$ cat src/rtl/arpr_pkg.sv
`default_nettype none
package arpr_pkg;

  // frame limits
  localparam int MAX_FRAME_BYTES = 256;
  localparam int HDR_LEN         = 42;
  localparam int CNT_W           = $clog2(MAX_FRAME_BYTES + 1);
  localparam int ADDR_W          = $clog2(HDR_LEN);
  localparam int MAC_W           = 48;
  localparam logic [ADDR_W-1:0] LAST_IDX = ADDR_W'(HDR_LEN - 1);

  // header positions of interest
  localparam int IDX_TYPE_HI = 12;
  localparam int IDX_TYPE_LO = 13;
  localparam int IDX_OPCODE  = 21;

  localparam logic [7:0] ETYPE_ARP_HI = 8'h08;
  localparam logic [7:0] ETYPE_ARP_LO = 8'h06;
  localparam logic [7:0] OP_REQUEST   = 8'h01;
  localparam logic [7:0] OP_REPLY     = 8'h02;

  // reply bytes 12..21: EtherType, htype, ptype, hlen, plen, opcode
  localparam logic [7:0] ARP_FIXED [10] = '{
    8'h08, 8'h06, 8'h00, 8'h01, 8'h08, 8'h00, 8'h06, 8'h04, 8'h00, 8'h02
  };

  typedef enum logic {ACT_BYTE = 1'b0, ACT_ARM = 1'b1} act_t;
  typedef enum logic {KIND_BYTE = 1'b0, KIND_NOTICE = 1'b1} kind_t;
  typedef enum logic {JOB_REPLY = 1'b0, JOB_NOTICE = 1'b1} job_t;
  typedef enum logic {TX_IDLE, TX_SEND} tx_state_t;
  typedef enum logic [1:0] {SRC_RAM, SRC_MAC, SRC_FIX} src_kind_t;

  typedef struct packed {
    src_kind_t         src;
    logic [ADDR_W-1:0] addr;
    logic [2:0]        mac_idx;
    logic [7:0]        fix;
  } src_sel_t;

  typedef struct packed {
    kind_t      kind;
    logic [7:0] data;
    logic       last;
  } out_item_t;

  // where reply byte idx comes from
  function automatic src_sel_t reply_src(logic [ADDR_W-1:0] idx);
    src_sel_t s;
    s.src     = SRC_FIX;
    s.addr    = '0;
    s.mac_idx = '0;
    s.fix     = '0;
    case (idx) inside
      [0:5]: begin
        s.src  = SRC_RAM;
        s.addr = idx + ADDR_W'(6);
      end
      [6:11]: begin
        s.src     = SRC_MAC;
        s.mac_idx = 3'(idx - ADDR_W'(6));
      end
      [12:21]: begin
        s.fix = ARP_FIXED[4'(idx - ADDR_W'(12))];
      end
      [22:27]: begin
        s.src     = SRC_MAC;
        s.mac_idx = 3'(idx - ADDR_W'(22));
      end
      [28:31]: begin
        s.src  = SRC_RAM;
        s.addr = idx + ADDR_W'(10);
      end
      [32:41]: begin
        s.src  = SRC_RAM;
        s.addr = idx - ADDR_W'(10);
      end
      default: begin
        s.fix = '0;
      end
    endcase
    return s;
  endfunction

  // byte k of the MAC, first byte most significant
  function automatic logic [7:0] mac_byte(logic [MAC_W-1:0] mac, logic [2:0] k);
    logic [7:0] b;
    case (k)
      3'd0:    b = mac[47:40];
      3'd1:    b = mac[39:32];
      3'd2:    b = mac[31:24];
      3'd3:    b = mac[23:16];
      3'd4:    b = mac[15:8];
      3'd5:    b = mac[7:0];
      default: b = '0;
    endcase
    return b;
  endfunction

endpackage
`default_nettype wire

$ cat src/rtl/arp_request_responder_top.sv
// Channel   Dir  Handshake              Payload
// in_       in   in_tvalid/in_tready    tdata=data_byte, tuser=action, tlast=frame_end
// out_      out  out_tvalid/out_tready  tdata=tx_byte, tuser=kind, tlast=tx_last
// cfg_      in   cfg_valid/cfg_ready    cfg_data=own_mac (48 bit)
//
// Received bytes are taken one per cycle while in_tready is high. A frame that
// ends as an ARP request makes in_tready drop until the reply's 42 header reads
// have left the header RAM; a notice does not block the input.
// The reply streams one byte per cycle while out_tready is high, set by the single
// read port of the header RAM; each byte passes the read stage and the output buffer.
// rst_n is synchronous, active low; cfg_ready is always high.
// Output stalls fill a 2-deep buffer, then reads stop; the job queue holds 2.
`default_nettype none
module arp_request_responder_top (
  input  wire logic                        clk,
  input  wire logic                        rst_n,
  // request stream in
  input  wire logic                        in_tvalid,
  output logic                             in_tready,
  input  wire logic [7:0]                  in_tdata,   // [7:0] data_byte
  input  wire logic                        in_tuser,   // [0] action
  input  wire logic                        in_tlast,   // frame_end
  // reply stream out
  output logic                             out_tvalid,
  input  wire logic                        out_tready,
  output logic [7:0]                       out_tdata,  // [7:0] tx_byte
  output logic                             out_tuser,  // [0] kind
  output logic                             out_tlast,  // tx_last
  // own MAC write
  input  wire logic                        cfg_valid,
  output logic                             cfg_ready,
  input  wire logic [arpr_pkg::MAC_W-1:0]  cfg_data
);

  logic                        ram_we;
  logic [arpr_pkg::ADDR_W-1:0] ram_waddr, ram_raddr;
  logic [7:0]                  ram_wdata, ram_rdata;
  logic                        job_push, job_pop, job_valid, job_full, reply_done;
  arpr_pkg::job_t              job_push_kind, job_head;

  // front: stores header bytes, classifies at frame end
  arpr_rx u_rx (
    .clk           (clk),
    .rst_n         (rst_n),
    .in_tvalid     (in_tvalid),
    .in_tready     (in_tready),
    .in_tdata      (in_tdata),
    .in_tuser      (in_tuser),
    .in_tlast      (in_tlast),
    .ram_we        (ram_we),
    .ram_waddr     (ram_waddr),
    .ram_wdata     (ram_wdata),
    .job_push      (job_push),
    .job_push_kind (job_push_kind),
    .job_full      (job_full),
    .reply_done    (reply_done)
  );

  // header store, first 42 bytes of the frame
  arpr_ram #(
    .WIDTH (8),
    .DEPTH (arpr_pkg::HDR_LEN)
  ) u_hdr_ram (
    .clk   (clk),
    .we    (ram_we),
    .waddr (ram_waddr),
    .wdata (ram_wdata),
    .raddr (ram_raddr),
    .rdata (ram_rdata)
  );

  // jobs between front and back
  arpr_jobq u_jobq (
    .clk      (clk),
    .rst_n    (rst_n),
    .push     (job_push),
    .push_job (job_push_kind),
    .pop      (job_pop),
    .valid    (job_valid),
    .full     (job_full),
    .head     (job_head)
  );

  // back: builds reply or notice
  arpr_tx u_tx (
    .clk        (clk),
    .rst_n      (rst_n),
    .cfg_valid  (cfg_valid),
    .cfg_ready  (cfg_ready),
    .cfg_data   (cfg_data),
    .job_valid  (job_valid),
    .job        (job_head),
    .job_pop    (job_pop),
    .ram_raddr  (ram_raddr),
    .ram_rdata  (ram_rdata),
    .reply_done (reply_done),
    .out_tvalid (out_tvalid),
    .out_tready (out_tready),
    .out_tdata  (out_tdata),
    .out_tuser  (out_tuser),
    .out_tlast  (out_tlast)
  );

endmodule
`default_nettype wire

$ cat src/rtl/arpr_ram.sv
`default_nettype none
module arpr_ram #(
  parameter int WIDTH = 8,
  parameter int DEPTH = 42
) (
  input  wire logic                     clk,
  input  wire logic                     we,
  input  wire logic [$clog2(DEPTH)-1:0] waddr,
  input  wire logic [WIDTH-1:0]         wdata,
  input  wire logic [$clog2(DEPTH)-1:0] raddr,
  output logic      [WIDTH-1:0]         rdata
);

  logic [WIDTH-1:0] mem_r [DEPTH];
  logic [WIDTH-1:0] rdata_r;

  always_ff @(posedge clk) begin
    if (we) begin
      mem_r[waddr] <= wdata;
    end
    rdata_r <= mem_r[raddr];
  end

  assign rdata = rdata_r;

endmodule
`default_nettype wire

$ cat src/rtl/arpr_rx.sv
`default_nettype none
module arpr_rx (
  input  wire logic                        clk,
  input  wire logic                        rst_n,
  input  wire logic                        in_tvalid,
  output logic                             in_tready,
  input  wire logic [7:0]                  in_tdata,
  input  wire logic                        in_tuser,
  input  wire logic                        in_tlast,
  output logic                             ram_we,
  output logic [arpr_pkg::ADDR_W-1:0]      ram_waddr,
  output logic [7:0]                       ram_wdata,
  output logic                             job_push,
  output arpr_pkg::job_t                   job_push_kind,
  input  wire logic                        job_full,
  input  wire logic                        reply_done
);

  logic [arpr_pkg::CNT_W-1:0] count_r, count_nxt;
  logic                       armed_r, armed_nxt;
  logic                       pend_r, pend_nxt;
  logic [7:0]                 type_hi_r, type_lo_r, opcode_r;
  logic                       take_byte, is_arp, len_ok;

  assign in_tready = !pend_r && !job_full;
  assign take_byte = in_tvalid && in_tready && (in_tuser == arpr_pkg::ACT_BYTE);

  assign ram_we    = take_byte && (count_r < arpr_pkg::CNT_W'(arpr_pkg::HDR_LEN));
  assign ram_waddr = count_r[arpr_pkg::ADDR_W-1:0];
  assign ram_wdata = in_tdata;

  assign is_arp = (type_hi_r == arpr_pkg::ETYPE_ARP_HI) && (type_lo_r == arpr_pkg::ETYPE_ARP_LO);
  // length after this byte reaches the header size
  assign len_ok = count_r >= arpr_pkg::CNT_W'(arpr_pkg::HDR_LEN - 1);

  always_comb begin
    count_nxt     = count_r;
    armed_nxt     = armed_r;
    pend_nxt      = pend_r;
    job_push      = 1'b0;
    job_push_kind = arpr_pkg::JOB_REPLY;
    if (reply_done) begin
      pend_nxt = 1'b0;
    end
    if (in_tvalid && in_tready && (in_tuser == arpr_pkg::ACT_ARM)) begin
      armed_nxt = 1'b1;
    end
    if (take_byte) begin
      if (in_tlast) begin
        count_nxt = '0;
        if (armed_r && len_ok && is_arp) begin
          if (opcode_r == arpr_pkg::OP_REPLY) begin
            job_push      = 1'b1;
            job_push_kind = arpr_pkg::JOB_NOTICE;
            armed_nxt     = 1'b0;
          end else if (opcode_r == arpr_pkg::OP_REQUEST) begin
            job_push = 1'b1;
            pend_nxt = 1'b1;
          end
        end
      end else if (count_r < arpr_pkg::CNT_W'(arpr_pkg::MAX_FRAME_BYTES)) begin
        count_nxt = count_r + 1'b1;
      end
    end
  end

  always_ff @(posedge clk) begin
    if (!rst_n) begin
      count_r <= '0;
      armed_r <= 1'b0;
      pend_r  <= 1'b0;
    end else begin
      count_r <= count_nxt;
      armed_r <= armed_nxt;
      pend_r  <= pend_nxt;
    end
  end

  // classification bytes kept beside the RAM
  always_ff @(posedge clk) begin
    if (take_byte) begin
      if (count_r == arpr_pkg::CNT_W'(arpr_pkg::IDX_TYPE_HI)) begin
        type_hi_r <= in_tdata;
      end
      if (count_r == arpr_pkg::CNT_W'(arpr_pkg::IDX_TYPE_LO)) begin
        type_lo_r <= in_tdata;
      end
      if (count_r == arpr_pkg::CNT_W'(arpr_pkg::IDX_OPCODE)) begin
        opcode_r <= in_tdata;
      end
    end
  end

endmodule
`default_nettype wire

$ cat src/rtl/arpr_jobq.sv
`default_nettype none
module arpr_jobq (
  input  wire logic           clk,
  input  wire logic           rst_n,
  input  wire logic           push,
  input  wire arpr_pkg::job_t push_job,
  input  wire logic           pop,
  output logic                valid,
  output logic                full,
  output arpr_pkg::job_t      head
);

  arpr_pkg::job_t slot_r [2];
  logic           wptr_r, rptr_r;
  logic [1:0]     cnt_r, cnt_nxt;

  assign valid = cnt_r != 2'd0;
  assign full  = cnt_r == 2'd2;
  assign head  = slot_r[rptr_r];

  always_comb begin
    cnt_nxt = cnt_r;
    case ({push, pop})
      2'b10:   cnt_nxt = cnt_r + 2'd1;
      2'b01:   cnt_nxt = cnt_r - 2'd1;
      default: cnt_nxt = cnt_r;
    endcase
  end

  always_ff @(posedge clk) begin
    if (!rst_n) begin
      wptr_r <= 1'b0;
      rptr_r <= 1'b0;
      cnt_r  <= '0;
    end else begin
      if (push) begin
        wptr_r <= !wptr_r;
      end
      if (pop) begin
        rptr_r <= !rptr_r;
      end
      cnt_r <= cnt_nxt;
    end
  end

  always_ff @(posedge clk) begin
    if (push) begin
      slot_r[wptr_r] <= push_job;
    end
  end

endmodule
`default_nettype wire

$ cat src/rtl/arpr_tx.sv
`default_nettype none
module arpr_tx (
  input  wire logic                        clk,
  input  wire logic                        rst_n,
  input  wire logic                        cfg_valid,
  output logic                             cfg_ready,
  input  wire logic [arpr_pkg::MAC_W-1:0]  cfg_data,
  input  wire logic                        job_valid,
  input  wire arpr_pkg::job_t              job,
  output logic                             job_pop,
  output logic [arpr_pkg::ADDR_W-1:0]      ram_raddr,
  input  wire logic [7:0]                  ram_rdata,
  output logic                             reply_done,
  output logic                             out_tvalid,
  input  wire logic                        out_tready,
  output logic [7:0]                       out_tdata,
  output logic                             out_tuser,
  output logic                             out_tlast
);

  logic [arpr_pkg::MAC_W-1:0]  own_mac_r;
  arpr_pkg::tx_state_t         state_r, state_nxt;
  logic [arpr_pkg::ADDR_W-1:0] idx_r, idx_nxt, issue_idx;
  arpr_pkg::src_sel_t          sel;
  logic [7:0]                  const_byte;

  // read stage: one request in flight towards the output buffer
  logic                        a_vld_r, a_vld_nxt;
  arpr_pkg::kind_t             a_kind_r, a_kind_nxt;
  logic                        a_last_r, a_last_nxt;
  logic                        a_ram_r, a_ram_nxt;
  logic [7:0]                  a_byte_r, a_byte_nxt;

  // two-entry output buffer
  arpr_pkg::out_item_t         slot0_r, slot1_r, landed;
  logic [1:0]                  occ_r;
  logic                        pop, can_issue;
  logic [2:0]                  occ_sum;

  assign cfg_ready = 1'b1;

  assign issue_idx  = (state_r == arpr_pkg::TX_IDLE) ? '0 : idx_r;
  assign sel        = arpr_pkg::reply_src(issue_idx);
  assign ram_raddr  = sel.addr;
  assign const_byte = (sel.src == arpr_pkg::SRC_MAC) ?
                      arpr_pkg::mac_byte(own_mac_r, sel.mac_idx) : sel.fix;

  assign pop       = out_tvalid && out_tready;
  assign occ_sum   = 3'(occ_r) + 3'(a_vld_r) - 3'(pop);
  assign can_issue = occ_sum <= 3'd1;

  always_comb begin
    state_nxt  = state_r;
    idx_nxt    = idx_r;
    job_pop    = 1'b0;
    reply_done = 1'b0;
    a_vld_nxt  = 1'b0;
    a_kind_nxt = arpr_pkg::KIND_BYTE;
    a_last_nxt = 1'b0;
    a_ram_nxt  = sel.src == arpr_pkg::SRC_RAM;
    a_byte_nxt = const_byte;
    case (state_r)
      arpr_pkg::TX_IDLE: begin
        if (job_valid && can_issue) begin
          job_pop   = 1'b1;
          a_vld_nxt = 1'b1;
          if (job == arpr_pkg::JOB_NOTICE) begin
            a_kind_nxt = arpr_pkg::KIND_NOTICE;
            a_last_nxt = 1'b1;
            a_ram_nxt  = 1'b0;
            a_byte_nxt = '0;
          end else begin
            idx_nxt   = arpr_pkg::ADDR_W'(1);
            state_nxt = arpr_pkg::TX_SEND;
          end
        end
      end
      arpr_pkg::TX_SEND: begin
        if (can_issue) begin
          a_vld_nxt = 1'b1;
          if (idx_r == arpr_pkg::LAST_IDX) begin
            a_last_nxt = 1'b1;
            reply_done = 1'b1;
            state_nxt  = arpr_pkg::TX_IDLE;
          end else begin
            idx_nxt = idx_r + 1'b1;
          end
        end
      end
      default: state_nxt = arpr_pkg::TX_IDLE;
    endcase
  end

  always_ff @(posedge clk) begin
    if (!rst_n) begin
      own_mac_r <= '0;
      state_r   <= arpr_pkg::TX_IDLE;
      idx_r     <= '0;
      a_vld_r   <= 1'b0;
      occ_r     <= '0;
    end else begin
      if (cfg_valid && cfg_ready) begin
        own_mac_r <= cfg_data;
      end
      state_r <= state_nxt;
      idx_r   <= idx_nxt;
      a_vld_r <= a_vld_nxt;
      case ({a_vld_r, pop})
        2'b10:   occ_r <= occ_r + 2'd1;
        2'b01:   occ_r <= occ_r - 2'd1;
        default: occ_r <= occ_r;
      endcase
    end
  end

  always_ff @(posedge clk) begin
    a_kind_r <= a_kind_nxt;
    a_last_r <= a_last_nxt;
    a_ram_r  <= a_ram_nxt;
    a_byte_r <= a_byte_nxt;
  end

  assign landed.kind = a_kind_r;
  assign landed.data = a_ram_r ? ram_rdata : a_byte_r;
  assign landed.last = a_last_r;

  always_ff @(posedge clk) begin
    case ({a_vld_r, pop})
      2'b10: begin
        if (occ_r == 2'd0) begin
          slot0_r <= landed;
        end else begin
          slot1_r <= landed;
        end
      end
      2'b01: begin
        slot0_r <= slot1_r;
      end
      2'b11: begin
        if (occ_r == 2'd1) begin
          slot0_r <= landed;
        end else begin
          slot0_r <= slot1_r;
          slot1_r <= landed;
        end
      end
      default: begin
        slot0_r <= slot0_r;
      end
    endcase
  end

  assign out_tvalid = occ_r != 2'd0;
  assign out_tdata  = slot0_r.data;
  assign out_tuser  = slot0_r.kind;
  assign out_tlast  = slot0_r.last;

endmodule
`default_nettype wire

$ cat config.mk
export PLATFORM = sky130hd
export DESIGN_NAME = arp_request_responder_top
export DESIGN_NICKNAME = d
export VERILOG_FILES = /design/src/rtl/arpr_pkg.sv /design/src/rtl/arp_request_responder_top.sv /design/src/rtl/arpr_ram.sv /design/src/rtl/arpr_rx.sv /design/src/rtl/arpr_jobq.sv /design/src/rtl/arpr_tx.sv
export SDC_FILE = /design/constraint.sdc
export NUM_CORES = 1
export LEC_CHECK = 0
export BUFFER_PORTS_ARGS = -buffer_cell sky130_fd_sc_hd__buf_2
export CORE_ASPECT_RATIO = 1.5
export CORE_MARGIN = 5
export CORE_UTILIZATION = 55
export CTS_CLUSTER_SIZE = 20
export DETAILED_ROUTE_END_ITERATION = 8
export PLACE_DENSITY = 0.76
export SLEW_MARGIN = 20
export SYNTH_ARGS = -nofsm -noshare
export SYNTH_HDL_FRONTEND = slang
export SYNTH_HIERARCHICAL = 1
export SYNTH_SLANG_ARGS = --single-unit
$ cat constraint.sdc
create_clock -name clk -period 7 [get_ports clk]
set_input_delay 1.4 -clock clk [delete_from_list [all_inputs] [get_ports clk]]
set_output_delay 1.4 -clock clk [all_outputs]
set_load 0.005 [all_outputs]
---- Word level (Yosys, flattened, before mapping) ----
Memories as Yosys holds them, arrays and structs flattened. A register that Yosys moved wholly into a read port is not among the register bits.
Index checks and enable logic that the tools add are counted.
operators by class
  add/sub/neg operators ................... 14
  magnitude comparators ................... 17
  equality and inequality tests ........... 28
  mux-type cells .......................... 87
  bitwise operators ....................... 3
  reductions and logical operators ........ 37
operators with widths
  operator                                                                             number
  8-bit 2-to-1 mux                                                                     10
  6-bit 2-to-1 mux                                                                     11
  8-bit one-hot mux with 6 select lines                                                1
  1-bit 2-to-1 mux                                                                     41
  10-bit 2-to-1 mux                                                                    4
  10-bit one-hot mux with 3 select lines                                               1
  10-bit one-hot mux with 2 select lines                                               1
  9-bit by 4-bit equality test with 1-bit output, second input constant                2
  6-bit by 5-bit <= comparator with 1-bit output, second input constant                3
  9-bit 2-to-1 mux                                                                     2
  1-bit logical AND                                                                    16
  6-bit by 5-bit greater-or-equal comparator with 1-bit output, second input constant  2
  2-bit 2-to-1 mux                                                                     6
  3-bit 2-to-1 mux                                                                     4
  2-bit inequality test, second input constant                                         6
  6-bit one-hot mux with 2 select lines                                                1
  2-bit nonzero test                                                                   6
  2-bit AND reduction                                                                  5
  9-bit by 1-bit adder with 9-bit output, second input constant                        1
  9-bit by 5-bit equality test with 1-bit output, second input constant                1
  9-bit by 6-bit greater-or-equal comparator with 1-bit output, second input constant  1
  9-bit by 6-bit less-than comparator with 1-bit output, second input constant         1
  9-bit less-than comparator, second input constant                                    1
  2-bit by 1-bit equality test with 1-bit output, second input constant                4
  39 further kinds                                                                     55
storage, ports and cells
  register bits after elaboration ......... 128
  bits in writable memories ............... 338
  bits in read-only memories .............. 128
  output and inout port bits .............. 13
  word-level logic and storage cells ...... 213
  memories ................................ 3
memory list
  name             words  width  rd ports  clocked after Yosys merged registers in  write ports  line             text
  u_hdr_ram.mem_r  42     8      1         1                                        1            arpr_ram.sv:14   logic [WIDTH-1:0] mem_r [DEPTH];
  (no name shown)  16     8      1         0                                        0            arpr_pkg.sv:63   s.fix = ARP_FIXED[4'(idx - ADDR_W'(12))];
  u_jobq.slot_r    2      1      1         1                                        1            arpr_jobq.sv:13  arpr_pkg::job_t slot_r [2];

---- Depth between registers and ports, before layout ----
Gate-level depths: netlist of the first run.
  depth in word-level cells ............... 14
  gate-level depth with buffers ........... 17
  mapped depth without buffers ............ 16

---- Cells and area by module ----
Netlist of the first run, hierarchy kept.
modules (own cells, without submodules)
  module     instances  cells each  area an instance (µm²)
  arpr_ram   1          739         13759.4
  arpr_tx    1          422         4362.9
  arpr_rx    1          125         1557.7
  arpr_jobq  1          25          290.3

---- Least setup slack after synthesis of the first run ----
No wires, ideal clock.
  kind .................................... in2reg
  start ................................... input out_tready
  end ..................................... register u_jobq.cnt_r[1]
  setup time .............................. 70 ps
  arrival ................................. 3877 ps
  data required time ...................... 6930 ps
  slack ................................... 3054 ps
  stages .................................. 13
  buffers on the path ..................... 1
  cell sequence ........................... nand2_1 inv_1 ha_1 inv_1 ha_1 fa_1 xor2_1 nand2_1 buf_6 nor3b_1 ha_1 or3_1 a21boi_1
between the ends
  word-level cells in the longest chain between the ends .. 8
RTL lines
  element                                                                                       line                             text
  start, declared                                                                               arp_request_responder_top.sv:25  input wire logic out_tready,
  1-bit logical AND (*)                                                                         arpr_tx.sv:48                    assign pop = out_tvalid && out_tready;
  3-bit by 1-bit subtractor with 3-bit output (*)                                               arpr_tx.sv:49                    assign occ_sum = 3'(occ_r) + 3'(a_vld_r) - 3'(pop);
  3-bit by 1-bit <= comparator with 1-bit output (*)                                            arpr_tx.sv:50                    assign can_issue = occ_sum <= 3'd1;
  1-bit logical AND (*)                                                                         arpr_tx.sv:64                    if (job_valid && can_issue) begin
  1-bit 2-to-1 mux (*)                                                                          arpr_tx.sv:64
  1-bit 2-to-1 mux (*)                                                                          arpr_tx.sv:62                    case (state_r)
  via job_pop                                                                                   arp_request_responder_top.sv:38  logic job_push, job_pop, job_valid, job_full, reply_done;
  2-bit by 1-bit equality test with 1-bit output / 2-bit equality test (equally long branches)  arpr_jobq.sv:23                  case ({push, pop})
  2-bit one-hot mux with 2 select lines / 2-bit nonzero test (equally long branches)            --
  end signal, assigned                                                                          arpr_jobq.sv:42                  cnt_r <= cnt_nxt;
  end, declared                                                                                 arpr_jobq.sv:15                  logic [1:0] cnt_r, cnt_nxt;
Mark *: on every way through the listed nets, which the timed path passes. The rest lies on a longest branch.
A chain may end at the register's enable or synchronous reset.

---- Worst setup path in the final report of the first run ----
  start ................................... register u_tx/idx_r[2] (netlist name)
  end ..................................... register u_hdr_ram.rdata_r[4], in the netlist u_hdr_ram/rdata[4] (read register of u_hdr_ram.mem_r)
between the ends
  word-level cells in the longest chain between the ends .. 9
RTL lines
  element                                                                                                line                             text
  start, declared                                                                                        arpr_tx.sv:23                    logic [arpr_pkg::ADDR_W-1:0] idx_r, idx_nxt, issue_idx;
  start signal, assigned                                                                                 arpr_tx.sv:106                   idx_r <= idx_nxt;
  6-bit 2-to-1 mux (*)                                                                                   arpr_tx.sv:42                    assign issue_idx = (state_r == arpr_pkg::TX_IDLE) ? '0 : idx_r;
  6-bit greater-or-equal comparator (not written as such) / 6-bit <= comparator (equally long branches)  arpr_tx.sv:43                    assign sel = arpr_pkg::reply_src(issue_idx);
  1-bit logical AND (not written as such)                                                                arpr_tx.sv:43
  6-bit 2-to-1 mux (5 in a row)                                                                          arpr_pkg.sv:53                   case (idx) inside
  6-bit 2-to-1 mux (*)                                                                                   arpr_pkg.sv:53
  via ram_raddr, one bit                                                                                 arp_request_responder_top.sv:36  logic [arpr_pkg::ADDR_W-1:0] ram_waddr, ram_raddr;
  end, declared                                                                                          arpr_ram.sv:15                   logic [WIDTH-1:0] rdata_r;
Marks and branches as above.

==> results by group, run 1 <==
Yosys
  • Synth area leader: edfxtp_1
  • Share of the synthesized area in the top cell type: 57.4%
  • Top cells by area, synth: edfxtp_1 57%, mux2i_1 9.9%, dfxtp_1 9.3%, nor2b_1 1.8%, mux4_2 1.6%
  • Proportion of synthesized area in mux cells: 12.8%
  • Dominant cell by count in the synthesized netlist: edfxtp_1
  • Yosys warns: 6
  • Synth Area in Compound Gates: 8.17%
  • Seq/Total Area, Yosys: 66.8%
  • Simple-Gate Fraction of Synth Area: 7.24%
  • Cells after Synth: 1,311
  • Syn Nets: 1,391
  • Main combinational cell family by area after synthesis: multiplexers
  • Syn Std Cell Area: 20,000 um^2
  • Post-synthesis adder-cell area fraction: 1.10%
  • Async set-reset flop share out of synthesis: 0%
  • EDFF count, synth: 382
  • Post-synth top cells: 382 x edfxtp_1, 198 x mux2i_1, 93 x dfxtp_1
  • Prevailing post-synth register cell: edfxtp_1
  • Synth Area per Inst: 15.2 um^2
  • Xor/xnor share of the synthesized area: 0.614%
  • #FFs+latches synth: 475
  • Yosys cell types: 77

Drt
  • DRT iter0 DRCs: 964
  • TritonRoute pass-1 iters: 5
  • Vias per cell: 5.98
  • DR WL/cell: 22.6 um
  • DRC: 0
  • Vias: 11,200
  • WL final: 42,100 um
  • Post-route ant nets: 0

Layout
  • Layout Nets: 1,437
  • Number of antenna diodes: 0
  • Multi-input logic area: 6020 um^2
  • Share of cells above drive strength 1: 17.2%
  • Fill count: 2,676
  • P&R area growth vs syn: 9.95%
  • Finished Cell Area: 22,000 um^2
  • Sequential Area: 13,300 um^2

Timing
  • Slew Limit Headroom: 28.8%
  • Worst-margin pin slew: 1.06 ns
  • Hold Slack: 0.442 ns
  • TNS Setup: 0 ns
  • Fin crit period: 3.90 ns
  • Count of final max-slew check failures: 0
  • Final worst path period share: 55.7%
  • Max Clk Rate: 257 MHz
  • Hold Vio Cnt, Final: 0
  • RSZ-0062 raised after global routing: no
  • Setup violators final: 0
  • Layout Skew: 0.0127 ns

Status
  • Status: complete, no violations

Critical path
  • Kind of cell adding the most delay to the critical path: simple AND/OR/NAND/NOR gates
  • Crit Path Max Fanout: 89
  • CP Launch Type: register
  • WP data arrival: 4.32 ns
  • WP data required: 7.42 ns
  • Worst path slowest cell: dfxtp_1
  • Buf/Inv on CP: 1
  • Max incr delay on CP: 0.62 ns
  • Classification of the worst setup path: register to register
  • CP Cell Sequence: nand2_1 > nor3_1 > nor2_1 > nor2_4 > buf_12 > mux4_2 > mux2_2 > o211ai_2 > o41ai_2
  • Crit. End Element: register

CTS
  • Number of H-tree levels: 2
  • Clk sink count: 475
  • Clock latency on the worst-skew pair: 0.55 ns
  • Reg clk slew, reported paths: 0.07 ns
  • CTS tree: built
  • # Post-CTS Setup Buffers: 0
  • TritonCTS Buffers: 42
  • Cts hold-fix bufs: 0
  • Post-cts sizing count: 0
  • Root buffer cell: clkbuf_16
  • CTS Buffer Depth: 3

Placement
  • RePlAce Congestion: 0.874
  • Hpwl dp: 27,600 um
  • Post-Place Cell Area: 20,500 um^2
  • Port bufs: 74

Worst hold path
  • Worst hold path class: register to register

GRT
  • All-Layer GR Usage: 20.7%
  • First-pass GRT wire length: 63,600 um
  • Pin count of the biggest net entering global routing: 90
  • Vias in the first global route: 11,100
  • Antenna violations before repair: 0
  • Total grt overflow: 0

Die
  • Die area: 40,300 um^2
  • Initial Util: 55.6%
  • Core footprint: 35,900 um^2
  • Chip height: 243 um
  • # rows: 85
  • Ports: 76
  • Die W: 166 um

Power
  • Peak supply drop: 0.185 mV
  • Lkg Pwr: 7.17 nW
  • Power Dens Cells: 269 nW/um^2

Flow run
  • Max cap viols: 0
## per-layer routing
| layer | GRT usage [%] | wire [um] |
|---|---|---|
| met5 | 0 | 0 |
| met4 | 9.18 | 2150 |
| met3 | 2.98 | 2190 |
| met2 | 38.1 | 22300 |
| met1 | 23.6 | 15500 |
## layout make-up
type,instances,area share (%)
inverters,19,0.325
clock inverters,27,1.49
well taps,478,2.72
flip-flops and latches,475,60.7
multi-input cells,727,27.4
repair buffers,92,2.36
clock buffers,48,4.99
## state kept, by name, summed over array words and instances (netlist names), 8 cells and up, named ones only
register         count
u_hdr_ram/mem_r    336
u_tx/own_mac_r      48
u_tx/slot1_r        10
u_rx/count_r         9
u_hdr_ram/rdata      8
u_rx/opcode_r        8
u_rx/type_hi_r       8
u_rx/type_lo_r       8
u_tx/a_byte_r        8
u_tx/out_tdata       8
## power by group
| part | total (mW) | switching [mW] | internal, mW | leakage [nW] |
|---|---|---|---|---|
| clock | 2.38 | 0.993 | 1.39 | 0.690 |
| combinational | 0.351 | 0.214 | 0.137 | 2.28 |
| sequential | 3.17 | 0.0509 | 3.12 | 4.20 |
| total | 5.90 | 1.26 | 4.64 | 7.17 |
## cell families after synthesis
logic type / count (synthesis)
DFF: 475
and+or+nand+nor: 269
muxes: 232
AOI/OAI and AO/OA: 194
buffers and inverters: 109
adders and majority gates: 17
xor gates and xnor gates: 14
other: 1
## metrics by stage
stage	std cells	util (%)	power (mW)	setup WS (ns)
finish	1866	61.1	5.90	3.10
global route	1866	61.1	6.12	2.97
CTS	1866	61.0	5.95	3.18
detailed placement	1791	57.1	3.59	2.64
global placement	1791	57.1	3.58	2.67
floorplan	1311	-	3.46	3.05
## final timing paths
kind,slack (ns),startpoint,depth (start not counted),to
setup reg to reg,3.10,u_tx/idx_r[2]$_SDFFE_PN0P_,9,u_hdr_ram/rdata[4]$_DFF_P_
hold / removal,0.44,u_tx/a_last_r$_DFF_P_,0,u_tx/slot1_r[0]$_DFFE_PP_
setup / recovery,3.10,u_tx/idx_r[2]$_SDFFE_PN0P_,9,u_hdr_ram/rdata[4]$_DFF_P_
hold reg to reg,0.44,u_tx/a_last_r$_DFF_P_,0,u_tx/slot1_r[0]$_DFFE_PP_
## layout by cell type (no fill, tap or decap), types with 17 or more instances in the layout
cell       count
inv_1         19
clkbuf_16     43
nor2_1        69
a21oi_1       26
nor2b_1       56
mux2_2        18
buf_4         17
a22oi_1       33
nand2_1       44
buf_2         74
dfxtp_1       93
a22o_1        26
mux2i_1      198
edfxtp_1     382
(Power assumes the default switching activity.)
==> inputs of run 2 (changes only) <==
==> constraint.sdc (replaced) <==
create_clock -name clk -period 4 [get_ports clk]
set_input_delay 0.8 -clock clk [delete_from_list [all_inputs] [get_ports clk]]
set_output_delay 0.8 -clock clk [all_outputs]
set_load 0.005 [all_outputs]
==> results by group, run 2 (synthesis results as in run 1) <==
Status
  • Status: complete, no violations

Layout
  • Biggest register: u_hdr_ram/mem_r
  • Max FFs per register: 336 (unchanged)
  • Commonest cells after routing, fill and taps aside: 382 x edfxtp_1, 198 x mux2i_1, 93 x dfxtp_1
  • Layout Nets: 1,480 (+3.0%)
  • Largest regs: u_hdr_ram/mem_r (336), u_tx/own_mac_r (48), u_tx/slot1_r (10)
  • Share of cells above drive strength 1: 19.6% (+2.3 points)
  • P&R area growth vs syn: 11.0%
  • Commonest non-fill, non-tap cell in the layout: edfxtp_1

CTS
  • CTS Buffer Depth: 3 (unchanged)
  • Number of H-tree levels: 2 (unchanged)
  • Post-cts sizing count: 0 (unchanged)
  • Cts hold-fix bufs: 0 (unchanged)
  • TritonCTS Buffers: 42 (unchanged)
  • Reg clk slew, reported paths: 0.07 ns (about the same)
  • Clock latency on the worst-skew pair: 0.55 ns (about the same)
  • Clk sink count: 475 (unchanged)
  • # Post-CTS Setup Buffers: 0 (unchanged)
  • CTS tree: built
  • Root buffer cell: clkbuf_16

Die
  • Core footprint: 35,900 um^2 (unchanged)
  • Chip height: 243 um (unchanged)
  • Die W: 166 um (unchanged)
  • # rows: 85 (unchanged)
  • Ports: 76 (unchanged)
  • Initial Util: 55.6% (unchanged)
  • Die area: 40,300 um^2 (unchanged)

Drt
  • Vias: 11,300 (+1.0%)
  • TritonRoute pass-1 iters: 5 (unchanged)
  • DRC: 0 (unchanged)
  • Vias per cell: 5.90 (-1.4%)
  • Post-route ant nets: 0 (unchanged)
  • DRT iter0 DRCs: 846 (-12%)
  • WL final: 43,500 um (+3.4%)
  • DR WL/cell: 22.8 um (+0.93%)

Flow run
  • Max cap viols: 0 (unchanged)

Timing
  • Slew Limit Headroom: 29.1% (+0.30 points)
  • Max Clk Rate: 277 MHz (+8.1%)
  • Worst-margin pin slew: 1.06 ns (+0.00371 ns)
  • Setup violators final: 0 (unchanged)
  • Hold Slack: 0.468 ns (+0.0259 ns)
  • Layout Skew: 0.0143 ns (+0.00154 ns)
  • TNS Setup: 0 ns (unchanged)
  • Count of final max-slew check failures: 0 (unchanged)
  • Fin crit period: 3.61 ns (-0.290 ns)
  • Final worst path period share: 90.1% (+34 points)
  • RSZ-0062 raised after global routing: no
  • Hold Vio Cnt, Final: 0 (unchanged)

Critical path
  • WP data required: 4.49 ns (-2.93 ns)
  • Classification of the worst setup path: register to register
  • Max incr delay on CP: 0.42 ns (-0.20 ns)
  • Reg-to-reg slack, setup: 0.39 ns (-2.71 ns)
  • WP data arrival: 4.10 ns (-0.22 ns)
  • RR Endpoint: u_jobq/cnt_r[1]$_SDFFE_PN0P_
  • Worst path slowest cell: fa_1
  • CP Cell Sequence: inv_1 > ha_1 > inv_1 > nand2_1 > inv_1 > ha_1 > inv_1 > ha_1 > fa_1 > xor2_1 > nand2_1 > nor3b_1 > ha_1 > or3_1 > a21boi_1
  • Crit Path Max Fanout: 4 (-96%)
  • CP Launch Type: register
  • Buf/Inv on CP: 4 (+3)
  • Crit. End Element: register
  • R2R Path Start: u_tx/occ_r[1]$_SDFFE_PN0P_
  • Kind of cell adding the most delay to the critical path: adder cells
  • Reg2reg path depth: 15 (+6)

GRT
  • Antenna violations before repair: 1 (+1)
  • All-Layer GR Usage: 21.5% (+0.73 points)
  • First-pass GRT wire length: 65,800 um (+3.4%)
  • Total grt overflow: 0 (unchanged)
  • Vias in the first global route: 11,500 (+3.5%)
  • Pin count of the biggest net entering global routing: 51 (-43%)

Placement
  • Port bufs: 74 (unchanged)
  • Hpwl dp: 29,300 um (+6.3%)
  • RePlAce Congestion: 0.911 (+4.2%)

Worst hold path
  • Worst hold path depth: 0 (unchanged)
  • Hold endpoint: u_tx/slot1_r[0]$_DFFE_PP_
  • Worst Hold Launch: u_tx/a_last_r$_DFF_P_
  • Worst hold path class: register to register

Power
  • Lkg Pwr: 7.35 nW (+2.5%)
  • Peak supply drop: 0.269 mV (+46%)
  • Power Dens Cells: 453 nW/um^2 (+69%)
[run 2: cell count changes in the layout (fill, tap and decap cells not counted), moves of 2 or more]
cell / delta
buf_4: +41
bufinv_16: -5
clkinv_2: +4
nor3_1: +4
nor3_2: -4
buf_12: +2
[run 2: where the power goes]
group	internal, mW	leakage (nW)	total [mW]	switching, mW
sequential	5.46	4.20	5.51	0.0510
clock	2.11	0.638	3.86	1.74
combinational	0.255	2.50	0.687	0.432
total	7.83	7.35	10.1	2.23
[run 2: layer usage]
layer  GRT usage [%]  wire (um)  up-vias
met1            23.9      15900     5615
met2            38.9      23200      331
met4            12.0       2560        0
met5               0          0        -
li1                -          -     5209
met3            2.86       1800      119
[run 2: area by class of cell]
cell class	count	area (um^2)
Fill cell	2633	13800
Timing Repair Buffer	135	866
Multi-Input combinational cell	727	6000
Tap cell	478	598
Inverter	19	71.3
Sequential cell	475	13300
Clock buffer	48	1090
Antenna cell	1	2.50
Clock inverter	28	214
[run 2: per-stage QoR]
step | power [mW] | cell area [um^2] | utilization, % | instances | worst slack (ns)
finish | 10.1 | 22200 | 61.7 | 1911 | 0.394
detailed placement | 6.30 | 20900 | 58.0 | 1834 | 0.238
CTS | 10.1 | 22200 | 61.7 | 1910 | 0.410
global placement | 6.28 | 20900 | 58.0 | 1834 | 0.281
floorplan | 6.06 | 20000 | - | 1311 | 0.654
global route | 10.4 | 22200 | 61.7 | 1911 | 0.124
[run 2: worst max path at each step]
stage          slack (ns)  depth (start not counted)                            to                       start
5_1_grt              0.12                         15  u_jobq/cnt_r[1]$_SDFFE_PN0P_  u_tx/occ_r[1]$_SDFFE_PN0P_
6_report             0.39                         15  u_jobq/cnt_r[1]$_SDFFE_PN0P_  u_tx/occ_r[1]$_SDFFE_PN0P_
4_1_cts              0.41                         15  u_jobq/cnt_r[1]$_SDFFE_PN0P_  u_tx/occ_r[1]$_SDFFE_PN0P_
2_1_floorplan        0.65                         13  u_jobq/cnt_r[1]$_SDFFE_PN0P_                  out_tready
3_3_place_gp         0.28                         13  u_jobq/cnt_r[1]$_SDFFE_PN0P_                  out_tready
3_5_place_dp         0.24                         13  u_jobq/cnt_r[1]$_SDFFE_PN0P_                  out_tready
[run 2: worst register-to-register path, stage by stage (launching register included)]
cell and delay (ns):
dfxtp_1 0.35, inv_1 0.14, ha_1 0.18, inv_1 0.06, nand2_1 0.10, inv_1 0.09
ha_1 0.27, inv_1 0.04, ha_1 0.18, fa_1 0.42, xor2_1 0.32, nand2_1 0.16
nor3b_1 0.41, ha_1 0.35, or3_1 0.36, a21boi_1 0.14
==> inputs of run 3 (changes only) <==
--- a/config.mk
+++ b/config.mk
@@ -5,13 +5,13 @@
 export SDC_FILE = /design/constraint.sdc
 export NUM_CORES = 1
 export LEC_CHECK = 0
-export BUFFER_PORTS_ARGS = -buffer_cell sky130_fd_sc_hd__buf_2
 export CORE_ASPECT_RATIO = 1.5
 export CORE_MARGIN = 5
 export CORE_UTILIZATION = 55
-export CTS_CLUSTER_SIZE = 20
+export CTS_CLUSTER_SIZE = 16
 export DETAILED_ROUTE_END_ITERATION = 8
-export PLACE_DENSITY = 0.76
+export DONT_BUFFER_PORTS = 1
+export PLACE_DENSITY = 0.74
 export SLEW_MARGIN = 20
 export SYNTH_ARGS = -nofsm -noshare
 export SYNTH_HDL_FRONTEND = slang
==> results by group, run 3 (synthesis results as in run 1) <==
Timing
  • Worst-margin pin slew: 0.940 ns (-0.123 ns)
  • Fin crit period: 3.49 ns (-0.118 ns)
  • RSZ-0062 raised after global routing: no
  • Slew Limit Headroom: 37.3% (+8.2 points)
  • Hold Vio Cnt, Final: 0 (unchanged)
  • Final worst path period share: 87.2% (-3.0 points)
  • Setup WS post-layout: 0.513 ns (+0.118 ns)
  • Layout Skew: 0.0275 ns (+0.0132 ns)
  • Setup violators final: 0 (unchanged)
  • Hold Slack: 0.353 ns (-0.114 ns)
  • Max Clk Rate: 287 MHz (+3.4%)
  • Count of final max-slew check failures: 0 (unchanged)
  • TNS Setup: 0 ns (unchanged)

CTS
  • Root buffer cell: clkbuf_16
  • Cts hold-fix bufs: 0 (unchanged)
  • Clock latency on the worst-skew pair: 0.55 ns (about the same)
  • # Post-CTS Setup Buffers: 0 (unchanged)
  • Number of H-tree levels: 2 (unchanged)
  • Post-cts sizing count: 0 (unchanged)
  • Reg clk slew, reported paths: 0.06 ns (about the same)
  • TritonCTS Buffers: 42 (unchanged)
  • CTS tree: built
  • Clk sink count: 475 (unchanged)
  • CTS Buffer Depth: 3 (unchanged)

Placement
  • Port bufs: 0 (-100%)
  • RePlAce Congestion: 0.917 (+0.61%)
  • Hpwl dp: 29,300 um (about the same)
  • Pre-CTS WS: 0.441 ns (+0.203 ns)
  • Dpl cells: 1,749 (-4.6%)
  • Post-Place Cell Area: 20,400 um^2 (-2.1%)

Layout
  • Commonest cells after routing, fill and taps aside: 382 x edfxtp_1, 198 x mux2i_1, 93 x dfxtp_1
  • Largest regs: u_hdr_ram/mem_r (336), u_tx/own_mac_r (48), u_tx/slot1_r (10)
  • Layout Nets: 1,395 (-5.7%)
  • P&R area growth vs syn: 8.73%
  • Max FFs per register: 336 (unchanged)
  • Fin cells: 1,823 (-4.6%)
  • Share of cells above drive strength 1: 13.8% (-5.7 points)
  • Number of antenna diodes: 0 (-1)
  • Biggest register: u_hdr_ram/mem_r
  • Final core occ: 60.4% (-1.3 points)
  • Commonest non-fill, non-tap cell in the layout: edfxtp_1
  • Finished Cell Area: 21,700 um^2 (-2.1%)

Critical path
  • Crit. End Element: register
  • Buf/Inv on CP: 4 (unchanged)
  • WP data required: 4.47 ns (-0.02 ns)
  • Worst path slowest cell: fa_1
  • WP data arrival: 3.96 ns (-0.14 ns)
  • CP Launch Type: register
  • Max incr delay on CP: 0.41 ns (about the same)
  • Crit Path Max Fanout: 4 (unchanged)
  • Kind of cell adding the most delay to the critical path: adder cells
  • Classification of the worst setup path: register to register
  • Reg-to-reg slack, setup: 0.51 ns (+0.12 ns)
  • CP Cell Sequence: inv_1 > ha_1 > inv_1 > nand2_1 > inv_1 > ha_1 > inv_1 > ha_1 > fa_1 > xor2_1 > nand2_1 > nor3b_1 > ha_1 > or3_1 > a21boi_1

Status
  • Status: complete, no violations

Die
  • Core footprint: 35,900 um^2 (unchanged)
  • Chip height: 243 um (unchanged)
  • Initial Util: 55.6% (unchanged)
  • Ports: 76 (unchanged)
  • Die area: 40,300 um^2 (unchanged)
  • Die W: 166 um (unchanged)
  • # rows: 85 (unchanged)

Drt
  • WL final: 42,900 um (-1.4%)
  • Vias: 10,900 (-3.7%)
  • Post-route ant nets: 0 (unchanged)
  • TritonRoute pass-1 iters: 5 (unchanged)
  • DRT iter0 DRCs: 972 (+15%)
  • DRC: 0 (unchanged)
  • DR WL/cell: 23.5 um (+3.3%)
  • Vias per cell: 5.95 (+0.92%)

GRT
  • M1 GR Usage: 24.3% (+0.48 points)
  • All-Layer GR Usage: 21.2% (-0.24 points)
  • Gr busiest metal: met2
  • Pin count of the biggest net entering global routing: 67 (+31%)
  • Met3 GRT Util: 3.15% (+0.29 points)
  • Antenna violations before repair: 0 (-1)
  • Vias in the first global route: 11,100 (-3.6%)
  • Total grt overflow: 0 (unchanged)
  • First-pass GRT wire length: 65,100 um (-1.1%)
  • Met2 Use GR: 37.5% (-1.5 points)

Power
  • Lkg Pwr: 6.98 nW (-5.0%)
  • Peak supply drop: 0.356 mV (+32%)
  • Total power: 9.87 mW (-1.8%)
  • Power Dens Cells: 455 nW/um^2 (+0.29%)

Worst hold path
  • Worst hold path class: input pin to register

Flow run
  • Max cap viols: 0 (unchanged)
## run 3: path summary, 6_finish.rpt
kind / startpoint / endpoint / cells after the start
worst max-delay path: u_tx/occ_r[1]$_SDFFE_PN0P_ / u_jobq/cnt_r[1]$_SDFFE_PN0P_ / 15
worst min-delay path: in_tdata[5] / u_hdr_ram/mem_r[26][5]$_DFFE_PP_ / 0
worst max register to register: u_tx/occ_r[1]$_SDFFE_PN0P_ / u_jobq/cnt_r[1]$_SDFFE_PN0P_ / 15
worst min register to register: u_tx/a_last_r$_DFF_P_ / u_tx/slot1_r[0]$_DFFE_PP_ / 0
## run 3: worst register-to-register path: cells and delay by family, from the launching register on
| family | cells | cell delay, ns |
|---|---|---|
| flops | 1 | 0.34 |
| simple gates | 4 | 0.99 |
| buf+inv | 4 | 0.36 |
| compound gates | 1 | 0.15 |
| xor+xnor | 1 | 0.21 |
| fa+ha+maj | 5 | 1.38 |
## run 3: metal layers
layer	part of all wire (%)	up-vias
met5	0	-
met4	6.3	0
met3	5.4	117
met2	52	347
met1	36	5357
li1	-	5033
## run 3: final cells by class
cell class	count	area (um^2)
Sequential cell	475	13300
Tap cell	478	598
Timing Repair Buffer	50	425
Clock inverter	16	131
Clock buffer	58	1150
Multi-Input combinational cell	727	6000
Inverter	19	71.3
Fill cell	2715	14200
## run 3: report_power, final
| part | internal [mW] | switching, mW |
|---|---|---|
| clock network | 2.14 | 1.67 |
| logic | 0.213 | 0.325 |
| registers | 5.46 | 0.0636 |
